===== config.mk =====
export PLATFORM = sky130hd
export DESIGN_NAME = lcabl_ctrl
export DESIGN_NICKNAME = d
export VERILOG_FILES = /design/src/rtl/lcabl_pkg.sv /design/src/rtl/lcabl_ctrl.sv
export SDC_FILE = /design/constraint.sdc
export NUM_CORES = 1
export LEC_CHECK = 0
export BUFFER_PORTS_ARGS = -buffer_cell sky130_fd_sc_hd__buf_2
export CORE_MARGIN = 8
export CORE_UTILIZATION = 58
export DETAILED_ROUTE_END_ITERATION = 10
export HOLD_SLACK_MARGIN = 0.1
export PLACE_DENSITY = 0.85
export SLEW_MARGIN = 0
export SYNTH_ARGS = -nofsm -noshare
export SYNTH_HDL_FRONTEND = slang
export SYNTH_SLANG_ARGS = --single-unit

===== constraint.sdc =====
create_clock -name clk -period 2.54 [get_ports clk]
set_input_delay 0.508 -clock clk [delete_from_list [all_inputs] [get_ports clk]]
set_output_delay 0.508 -clock clk [all_outputs]
set_load 0.02 [all_outputs]

===== src/rtl/lcabl_pkg.sv =====
`timescale 1ns / 1ps
// ----------------------------------------------------------------------------
// lcabl_pkg
// Shared types, codes and constants of the binary lifting ancestor unit.
// ----------------------------------------------------------------------------
package lcabl_pkg;

    // Field widths of the stream and configuration ports.
    localparam int ID_W    = 11;
    localparam int CMD_W   = 2;
    localparam int ST_W    = 2;
    localparam int CFG_W   = 11;
    localparam int PADDR_W = 3;
    localparam int PDATA_W = 32;

    // Default sizes of the tree storage.
    localparam int DEF_MAX_NODES  = 1024;
    localparam int DEF_LOG_LEVELS = 10;

    // Word index of the node count register.
    localparam logic [PADDR_W-3:0] REG_NODE_COUNT = '0;

    typedef enum logic [CMD_W-1:0] {
        CMD_WRITE = 2'd0,
        CMD_BUILD = 2'd1,
        CMD_QUERY = 2'd2
    } cmd_t;

    typedef enum logic [ST_W-1:0] {
        ST_OK        = 2'd0,
        ST_RANGE     = 2'd1,
        ST_NOT_BUILT = 2'd2,
        ST_CYCLE     = 2'd3
    } status_t;

    // Datapath operations issued by the controller, one per cycle.
    typedef enum logic [5:0] {
        DP_NOP, DP_LOAD, DP_CLR_STEP, DP_WR_PARENT, DP_BUILD_START,
        DP_CHK_RD, DP_CHK_EV, DP_W_START, DP_W_RD, DP_W_EV,
        DP_P_RD, DP_P_EV, DP_INC_I, DP_A_START, DP_A0_RD, DP_A0_WR,
        DP_SET_I1, DP_BUILD_OK, DP_AJ_RD1, DP_AJ_RD2, DP_AJ_WR, DP_LVL_INC,
        DP_Q_RD, DP_Q_EV, DP_L_RD, DP_L_EV, DP_T_RD, DP_T_EV,
        DP_D_RD, DP_D_EV, DP_F_RD, DP_F_EV, DP_EMIT
    } dp_op_t;

    typedef enum logic [4:0] {
        S_INIT, S_IDLE, S_DISPATCH, S_CHK_RD, S_CHK_EV, S_W_START, S_W_RD,
        S_W_EV, S_P_RD, S_P_EV, S_NEXT_I, S_A_INIT, S_A0_RD, S_A0_WR,
        S_AJ_CHECK, S_AJ_RD1, S_AJ_RD2, S_AJ_WR, S_AJ_NEXT, S_Q_EV, S_L_CHK,
        S_L_RD, S_L_EV, S_C_CHK, S_T_RD, S_T_EV, S_D_RD, S_D_EV, S_F_RD,
        S_F_EV, S_DONE
    } ctrl_state_t;

    typedef struct packed {
        dp_op_t  op;
        status_t status;
        logic    use_x;
    } dp_cmd_t;

    typedef struct packed {
        logic [CMD_W-1:0] cmd;
        logic a_ok;
        logic b_ok;
        logic tv;
        logic cnt_one;
        logic clr_last;
        logic i_last;
        logic par_bad;
        logic known;
        logic steps_zero;
        logic steps_one;
        logic steps_ge_cnt;
        logic lvl_done;
        logic diff_zero;
        logic xy_eq;
        logic anc_ne;
        logic lvl_zero;
        logic out_free;
    } dp_flags_t;

endpackage


===== src/rtl/lcabl_ctrl.sv =====
`timescale 1ns / 1ps
// ----------------------------------------------------------------------------
// lcabl_ctrl
// Controller: sequences clearing, parent writes, table builds and queries.
// ----------------------------------------------------------------------------
module lcabl_ctrl (
    input  logic                 clk,
    input  logic                 rst_n,
    input  logic                 in_valid,
    output logic                 in_ready,
    output lcabl_pkg::dp_cmd_t   cmd,
    input  lcabl_pkg::dp_flags_t flags
);
    import lcabl_pkg::*;

    ctrl_state_t state_reg, state_next;
    status_t     st_reg, st_next;
    logic        use_x_reg, use_x_next;

    // State register.
    always_ff @(posedge clk or negedge rst_n)
    begin
        if (!rst_n)
        begin
            state_reg <= S_INIT;
            st_reg    <= ST_OK;
            use_x_reg <= 1'b0;
        end
        else
        begin
            state_reg <= state_next;
            st_reg    <= st_next;
            use_x_reg <= use_x_next;
        end
    end

    // Next state and datapath operation.
    always_comb
    begin
        state_next = state_reg;
        st_next    = st_reg;
        use_x_next = use_x_reg;
        in_ready   = 1'b0;
        cmd.op     = DP_NOP;
        cmd.status = st_reg;
        cmd.use_x  = use_x_reg;
        unique case (state_reg)
            S_INIT:
            begin
                cmd.op = DP_CLR_STEP;
                if (flags.clr_last)
                    state_next = S_IDLE;
            end
            S_IDLE:
            begin
                in_ready = 1'b1;
                if (in_valid)
                begin
                    cmd.op     = DP_LOAD;
                    state_next = S_DISPATCH;
                end
            end
            S_DISPATCH:
            begin
                use_x_next = 1'b0;
                st_next    = ST_OK;
                state_next = S_DONE;
                case (flags.cmd)
                    CMD_WRITE:
                    begin
                        if (!(flags.a_ok && flags.b_ok))
                            st_next = ST_RANGE;
                        else
                            cmd.op = DP_WR_PARENT;
                    end
                    CMD_BUILD:
                    begin
                        cmd.op     = DP_BUILD_START;
                        state_next = flags.cnt_one ? S_A_INIT : S_CHK_RD;
                    end
                    CMD_QUERY:
                    begin
                        if (!(flags.a_ok && flags.b_ok))
                            st_next = ST_RANGE;
                        else if (!flags.tv)
                            st_next = ST_NOT_BUILT;
                        else
                        begin
                            cmd.op     = DP_Q_RD;
                            state_next = S_Q_EV;
                        end
                    end
                    default:
                        ;
                endcase
            end
            S_CHK_RD:
            begin
                cmd.op     = DP_CHK_RD;
                state_next = S_CHK_EV;
            end
            S_CHK_EV:
            begin
                if (flags.par_bad)
                begin
                    st_next    = ST_RANGE;
                    state_next = S_DONE;
                end
                else
                begin
                    cmd.op     = DP_CHK_EV;
                    state_next = flags.i_last ? S_W_START : S_CHK_RD;
                end
            end
            S_W_START:
            begin
                cmd.op     = DP_W_START;
                state_next = S_W_RD;
            end
            S_W_RD:
            begin
                cmd.op     = DP_W_RD;
                state_next = S_W_EV;
            end
            S_W_EV:
            begin
                if (flags.known)
                begin
                    cmd.op     = DP_W_EV;
                    state_next = flags.steps_zero ? S_NEXT_I : S_P_RD;
                end
                else if (flags.steps_ge_cnt)
                begin
                    st_next    = ST_CYCLE;
                    state_next = S_DONE;
                end
                else
                begin
                    cmd.op     = DP_W_EV;
                    state_next = S_W_RD;
                end
            end
            S_P_RD:
            begin
                cmd.op     = DP_P_RD;
                state_next = S_P_EV;
            end
            S_P_EV:
            begin
                cmd.op     = DP_P_EV;
                state_next = flags.steps_one ? S_NEXT_I : S_P_RD;
            end
            S_NEXT_I:
            begin
                if (flags.i_last)
                begin
                    cmd.op     = DP_A_START;
                    state_next = S_A0_RD;
                end
                else
                begin
                    cmd.op     = DP_INC_I;
                    state_next = S_W_START;
                end
            end
            S_A_INIT:
            begin
                cmd.op     = DP_A_START;
                state_next = S_A0_RD;
            end
            S_A0_RD:
            begin
                cmd.op     = DP_A0_RD;
                state_next = S_A0_WR;
            end
            S_A0_WR:
            begin
                cmd.op     = DP_A0_WR;
                state_next = flags.i_last ? S_AJ_CHECK : S_A0_RD;
            end
            S_AJ_CHECK:
            begin
                if (flags.lvl_done)
                begin
                    cmd.op     = DP_BUILD_OK;
                    st_next    = ST_OK;
                    state_next = S_DONE;
                end
                else
                begin
                    cmd.op     = DP_SET_I1;
                    state_next = S_AJ_RD1;
                end
            end
            S_AJ_RD1:
            begin
                cmd.op     = DP_AJ_RD1;
                state_next = S_AJ_RD2;
            end
            S_AJ_RD2:
            begin
                cmd.op     = DP_AJ_RD2;
                state_next = S_AJ_WR;
            end
            S_AJ_WR:
            begin
                cmd.op     = DP_AJ_WR;
                state_next = flags.i_last ? S_AJ_NEXT : S_AJ_RD1;
            end
            S_AJ_NEXT:
            begin
                cmd.op     = DP_LVL_INC;
                state_next = S_AJ_CHECK;
            end
            S_Q_EV:
            begin
                cmd.op     = DP_Q_EV;
                state_next = S_L_CHK;
            end
            S_L_CHK:
                state_next = flags.diff_zero ? S_C_CHK : S_L_RD;
            S_L_RD:
            begin
                cmd.op     = DP_L_RD;
                state_next = S_L_EV;
            end
            S_L_EV:
            begin
                cmd.op     = DP_L_EV;
                state_next = S_L_CHK;
            end
            S_C_CHK:
            begin
                if (flags.xy_eq)
                begin
                    use_x_next = 1'b1;
                    state_next = S_DONE;
                end
                else
                    state_next = S_T_RD;
            end
            S_T_RD:
            begin
                cmd.op     = DP_T_RD;
                state_next = S_T_EV;
            end
            S_T_EV:
            begin
                cmd.op     = DP_T_EV;
                state_next = flags.anc_ne ? S_T_RD : S_D_RD;
            end
            S_D_RD:
            begin
                cmd.op     = DP_D_RD;
                state_next = S_D_EV;
            end
            S_D_EV:
            begin
                cmd.op     = DP_D_EV;
                state_next = flags.lvl_zero ? S_F_RD : S_D_RD;
            end
            S_F_RD:
            begin
                cmd.op     = DP_F_RD;
                state_next = S_F_EV;
            end
            S_F_EV:
            begin
                cmd.op     = DP_F_EV;
                use_x_next = 1'b1;
                state_next = S_DONE;
            end
            S_DONE:
            begin
                if (flags.out_free)
                begin
                    cmd.op     = DP_EMIT;
                    state_next = S_IDLE;
                end
            end
            default:
                state_next = S_INIT;
        endcase
    end

`ifndef NO_ASSERTIONS
    // An accepted transaction is always decoded in the following cycle.
    a_accept_dispatch: assert property (@(posedge clk) disable iff (!rst_n)
        (state_reg == S_IDLE && in_valid) |=> (state_reg == S_DISPATCH))
        else $error("accepted transaction not dispatched");

    // A result is only pushed when the output register can take it.
    a_emit_free: assert property (@(posedge clk) disable iff (!rst_n)
        (cmd.op == DP_EMIT) |-> flags.out_free)
        else $error("result pushed into a full output register");

    // A cycle is only reported from the upward walk.
    a_cycle_src: assert property (@(posedge clk) disable iff (!rst_n)
        (state_next == S_DONE && st_next == ST_CYCLE && state_reg != S_DONE)
        |-> (state_reg == S_W_EV))
        else $error("cycle status from an unexpected state");
`endif

endmodule


# After elaboration in Yosys (flattened, before gate mapping)
# Index checks and enable logic that the tools add are counted.
dict set report word_totals {
  inputBits 22
  ff_bits 8
}
dict set report classes {
  n_reduce_logical 9
  n_mux 46
  n_eq_ne 40
}
# op count
set op_table {}
lappend op_table {{$pmux W6 S29} 1}
lappend op_table {{$pmux W5 S30} 1}
lappend op_table {{$eq A5 B5 Y1 const B} 15}
lappend op_table {{$mux W5} 10}
lappend op_table {{$eq A5 B4 Y1 const B} 8}
lappend op_table {{$mux W2} 12}
lappend op_table {{$mux W4} 6}
lappend op_table {{$eq A5 B3 Y1 const B} 4}
lappend op_table {{$ne A2 B2 Y1 const B} 8}
lappend op_table {{$pmux W5 S3} 1}
lappend op_table {{$mux W3} 4}
lappend op_table {{$eq A5 B2 Y1 const B} 2}
lappend op_table {{$pmux W5 S2} 1}
lappend op_table {{$pmux W2 S4} 1}
lappend op_table {{$mux W1} 6}
lappend op_table {{$mux W6} 1}
lappend op_table {{$eq A5 B1 Y1 const B} 1}
lappend op_table {{$logic_not A5 Y1} 1}
lappend op_table {{$reduce_and A5 Y1} 1}
lappend op_table {{$pmux W2 S2} 1}
lappend op_table {{$reduce_bool A4 Y1} 1}
lappend op_table {{$pmux W1 S3} 1}
lappend op_table {{$reduce_and A3 Y1} 1}
lappend op_table {{$reduce_bool A3 Y1} 1}
lappend op_table {{other kinds (6)} 6}

# Longest topological paths before layout
# Gate-level depths: netlist of the first run.
dict set report depth {
  word_depth 4
  mapped_depth 8
  depth_no_buf 7
}

# Worst setup path before layout of the first run
# No wires, ideal clock.
dict set report synth_timing {
  kind {register -> output}
  from {register state_reg[2]}
  to {output cmd[4] (netlist name)}
  setup_slack_ns 0.335
  path_stages_with_launch 5
  arrival_time_ns 1.697
  path_cell_list {dfrtp_1 buf_4 buf_2 buf_2 o311ai_0}
}
# item line_no
set synth_lines {}
lappend synth_lines {{start, declared} lcabl_ctrl.sv:16} ;# ctrl_state_t state_reg, state_next;
lappend synth_lines {{start signal, assigned} lcabl_ctrl.sv:31} ;# state_reg <= state_next;
lappend synth_lines {{end, declared} lcabl_ctrl.sv:11} ;# output lcabl_pkg::dp_cmd_t cmd,

==> out/metrics.csv, run 1 <==
metric,value,unit
outcome,finished clean,
area grow syn2layout,17.3,%
Max IR drop VDD,0.000864,V
pin count of the biggest net entering global routing,27,
Post-synth EDFFs,0,
gr ovfl total,0,
CP Data Required Time,2.03,ns
Clock Skew,0.00577,ns
Avg WL per Cell,18.5,um
Final min period,2.39,ns
first-pass GRT wire length,8290,um
Syn. warnings,0,
syn avg cell area,6.65,um^2
Cells after Synth,203,
register area share after synthesis,0.148,
CP Max Fanout,11,
# fillers,201,
Crit path arrival time,1.88,ns
Cell Rows,17,
GRT Overall Usage,0.240,
"Slew Viols, Final",0,
Antenna Violating Nets Remaining,0,
Tot Pwr,2.15,mW
share of the synthesized area in the top cell type,0.148,
post-synth net total,230,
CTS buffer count,3,
synth top area cells,"dfrtp_1, a21oi_1, o21ai_0",
Ports,32,
initial core utilization,0.610,
core area,2210,um^2
Synth Flop Type,dfrtp_1,
initial antenna violation count,0,
setup bufs post-CTS,0,
max reg flops,5,
DRT Pass-1 Iters,5,
setup TNS,0,ns
DR iter-0 viols,316,
ys async rst share,1.00,
RSZ-0062 raised after global routing,no,
leakage,0.704,nW
HP Class,reg -> reg,
vias in the first global route,1816,
port bufs,31,
#FFs+latches synth,8,
DRC viols,0,
Die Area,4130,um^2
fmax,418,MHz
max_cap viols,0,
Worst-Margin Slew,0.581,ns
Worst-path clk slew,0.06,ns
diode count,0,
post-DP HPWL,3800,um
largest area contributor in the netlist,dfrtp_1,
Final period util,0.942,
Netlist cell types,49,
Vias/cell,6.84,
share of cells above drive strength 1,0.230,
Skew-Pair Late Insertion Delay,0.26,ns
routed wire length,4870,um
setup violators final,0,
max_slew headroom,0.611,
CTS root buf,clkbuf_4,
most frequent cells after synthesis,"a21oi_1, nand2_1, o21ai_0, nor2_1, nor2b_1",
Nets,264,
Clock Tree Buf Depth,2,
clock sink count,8,
Die Wd,64.2,um
Cell Pwr Density,1360,nW/um^2
CP endpoint kind,output pin,
Worst setup SP type,register,
final hold violations,0,
Die Y,64.2,um
CTS tree,yes,
htree depth,1,
routability cong.,1.02,
vias,1798,
post-synthesis cell area,1350,um^2
Setup CP Type,reg -> out,
## power breakdown
| part | leakage [nW] | switching (mW) | internal (mW) | total, mW |
|---|---|---|---|---|
| sequential | 0.0904 | 0.142 | 0.201 | 0.343 |
| combinational | 0.600 | 1.04 | 0.666 | 1.71 |
| clock | 0.0138 | 0.0476 | 0.0544 | 0.102 |
## cell usage in the layout, fill, tap and decap left out, drive strengths merged, types with 2 or more instances in the layout
cell type and instances:
ha 5, o22ai 7, nand4 4, nor4 4
a21oi 17, nand3 8, or2b 2, and2 2
and3 3, a221o 2, or3 6, o32a 2
nor2b 10, o21a 3, nand2 17, a211oi 2
and4 2, o21ai 18, nor2 16, nor3 7
a21o 3, nor3b 2, buf 43, clkbuf 3
nand3b 2, nand2b 4, a31oi 8, dfrtp 8
inv 9, o221ai 2, o22a 2
## metal layers
metal  vias to the layer above  global-route usage  wire (um)
met5                         -                   0          0
met4                         0               0.120        131
met2                       129               0.375       2270
met1                       828               0.309       1930
met3                        20              0.0383        543
li1                        821                   -          -
## metrics by stage
step                      setup WS (ns)  area, um^2  instances  utilization  hold slack [ns]
after floorplan                   0.335        1350        203            -            0.212
after global placement            0.409        1550        259        0.699            0.365
after detailed placement          0.368        1550        259        0.699            0.368
after CTS                         0.110        1580        263        0.714            0.523
after global routing             0.0187        1580        263        0.716            0.542
final                             0.147        1580        263        0.716            0.521
## final timing paths
kind                                end  slack, ns         start  depth (start not counted)
setup / recovery                 cmd[3]       0.15  state_reg[0]                          6
hold / removal                st_reg[1]       0.52     st_reg[1]                          1
setup reg to reg           state_reg[2]       0.41  state_reg[0]                          5
hold reg to reg               st_reg[1]       0.52     st_reg[1]                          1
max in group asynchronous  state_reg[1]       1.72         rst_n                          2
min in group asynchronous  state_reg[0]       0.63         rst_n                          2
## critical path, cell delays in order (launching register included)
cell and delay, ns:
dfrtp_1 0.59, buf_4 0.27, o21ai_0 0.10, o21ai_0 0.16, nand3_1 0.18, nand4_1 0.15, buf_2 0.17
## timing repair
| action | CTS | global route |
|---|---|---|
| setup endpoints to repair | 0 | 1 |
| resized for setup | 0 | 3 |
| hold endpoints to repair | 8 | 0 |
| hold buffers | 1 | 0 |
## final cells by class
cell class                 count  area, um^2  area share
multi-input combinational    170        1030       0.651
clock buffer                   3        22.5      0.0142
inverter                      10        37.5      0.0237
tap                           28        35.0      0.0221
sequential                     8         203       0.128
timing repair buffer          44         255       0.161
## kinds of logic (layout without fill, tap and decap cells)
group / after synthesis / count (layout) / share of synthesized area
adder cells (fa/ha/maj): 5 / 5 / 0.0463
multiplexers: 1 / 1 / 0.00741
buffers and inverters: 25 / 57 / 0.0899
AO/OA/AOI/OAI: 72 / 72 / 0.337
flip-flops: 8 / 8 / 0.148
AND/OR/NAND/NOR: 92 / 92 / 0.371
Note: power is estimated with default switching activity, not from simulation.
==> run 2, diff against run 1 <==
Settings changed: PLACE_DENSITY 0.85 to 0.92.
==> run 2 against run 1 <==
Net effect: routed wire length shrank 2.8%; non-clock buffer count increased by 2; critical path depth decreased by 1; via count shrank 0.78%; sequential cell count is the same; worst hold slack lost 0.010 ns; global-route usage is 2.5 points lower; clock power barely moved; sequential power grew 3%.
==> out/metrics.csv, run 2 (synthesis results as in run 1) <==
metric,value,unit,change
outcome,finished clean,,
RSZ-0062 raised after global routing,no,,
htree depth,1,,unchanged
DR iter-0 viols,184,,-42%
initial antenna violation count,0,,unchanged
Avg WL per Cell,17.9,um,-3.5%
clock sink count,8,,unchanged
Worst setup SP type,register,,
Vias/cell,6.73,,-1.5%
FF+latch area,204,um^2,+0.62%
gr ovfl total,0,,unchanged
placed cells,261,,+0.77%
Antenna Violating Nets Remaining,0,,unchanged
Worst-path clk slew,0.05,ns,about the same
Worst-Margin Slew,0.519,ns,-0.0617 ns
Non-Filler Instances,265,,+0.76%
CTS root buf,clkbuf_4,,
Ports,32,,unchanged
max_slew headroom,0.653,,+0.0413
area grow syn2layout,19.0,%,
leakage,0.709,nW,+0.61%
max_cap viols,0,,unchanged
GRT Overall Usage,0.214,,-0.0252
setup bufs post-CTS,0,,unchanged
Clock Tree Buf Depth,2,,unchanged
Die Wd,64.2,um,unchanged
Crit path arrival time,2.00,ns,+0.12 ns
setup violators final,0,,unchanged
setup TNS,0,ns,unchanged
CP endpoint kind,output pin,,
Setup CP Type,reg -> out,,
HP Class,reg -> reg,,
core area,2210,um^2,unchanged
Clock Skew,0.00858,ns,+0.00281 ns
Cell Pwr Density,1360,nW/um^2,+0.38%
"Slew Viols, Final",0,,unchanged
fmax,399,MHz,-4.4%
"leading cell types in the layout, fill and taps excluded","buf_2, nand2_1, a21oi_1, o21ai_0",,
CP Max Fanout,11,,unchanged
max reg flops,5,,unchanged
CTS tree,yes,,
CTS buffer count,3,,unchanged
worst reg2reg path depth,6,,+1
DRT Pass-1 Iters,5,,unchanged
vias in the first global route,1629,,-10%
CP Data Required Time,2.03,ns,about the same
final hold violations,0,,unchanged
Die Area,4130,um^2,unchanged
routed wire length,4740,um,-2.8%
pin count of the biggest net entering global routing,22,,-19%
post-DP HPWL,3640,um,-4.4%
routability cong.,1.05,,+2.6%
Nets,266,,+0.76%
first-pass GRT wire length,7400,um,-11%
port bufs,31,,unchanged
diode count,0,,unchanged
Cell Rows,17,,unchanged
Final min period,2.50,ns,+0.111 ns
Final period util,0.986,,+0.0438
share of cells above drive strength 1,0.249,,+0.0192
hold path cells,1,,unchanged
initial core utilization,0.610,,unchanged
# fillers,205,,+2.0%
area of the multi-input gates,1030,um^2,+0.24%
DRC viols,0,,unchanged
vias,1784,,-0.78%
"commonest non-fill, non-tap cell in the layout",buf_2,,
Skew-Pair Late Insertion Delay,0.26,ns,about the same
Die Y,64.2,um,unchanged
Max IR drop VDD,0.000953,V,+10%
[run 2: final timing paths]
check,end,slack [ns],startpoint
min in group asynchronous,use_x_reg,0.68,rst_n
hold reg to reg,st_reg[0],0.51,st_reg[0]
hold / removal,st_reg[0],0.51,st_reg[0]
setup / recovery,cmd[4],0.04,state_reg[4]
max in group asynchronous,state_reg[3],1.65,rst_n
setup reg to reg,st_reg[1],0.43,state_reg[4]
[run 2: layer usage]
metal  track usage  part of all wire  routed length [um]
met1         0.265              0.39                1840
met2         0.353              0.46                2170
met3        0.0470              0.12                 552
met4        0.0817             0.038                 178
met5             0                 0                   0
[run 2: what timing repair did]
item                                    in CTS  in global routing
endpoints found under the hold margin        8                  0
cloned                                       0                  0
hold buffers                                 1                  0
endpoints found under the setup margin       1                  1
gates resized for setup                      1                  5
pin swaps                                    0                  0
[run 2: stage by stage]
step | util | power [mW] | hold WS, ns | area (um^2) | setup WS (ns)
2_1_floorplan | - | 1.51 | 0.212 | 1350 | 0.335
3_3_place_gp | 0.706 | 1.99 | 0.367 | 1560 | 0.347
3_5_place_dp | 0.706 | 1.99 | 0.365 | 1560 | 0.285
4_1_cts | 0.722 | 2.11 | 0.506 | 1600 | 0.0417
5_1_grt | 0.726 | 2.32 | 0.519 | 1610 | 0.0245
6_report | 0.726 | 2.19 | 0.510 | 1610 | 0.0357
[run 2: cell type report]
class,count,area share
tap,28,0.0218
sequential,8,0.127
inverter,10,0.0257
timing repair buffer,46,0.168
clock buffer,3,0.0140
multi-input combinational,170,0.643
[run 2: report_power, final]
group          leakage (nW)  internal, mW  switching (mW)
logic                 0.606         0.687            1.05
registers            0.0890         0.203           0.151
clock network        0.0138        0.0544          0.0484
[run 2: critical path: stages (launching register included)]
cell,delay [ns]
dfrtp_1,0.53
nor2_2,0.32
nand3_1,0.18
o32a_1,0.36
o311ai_0,0.11
buf_2,0.24
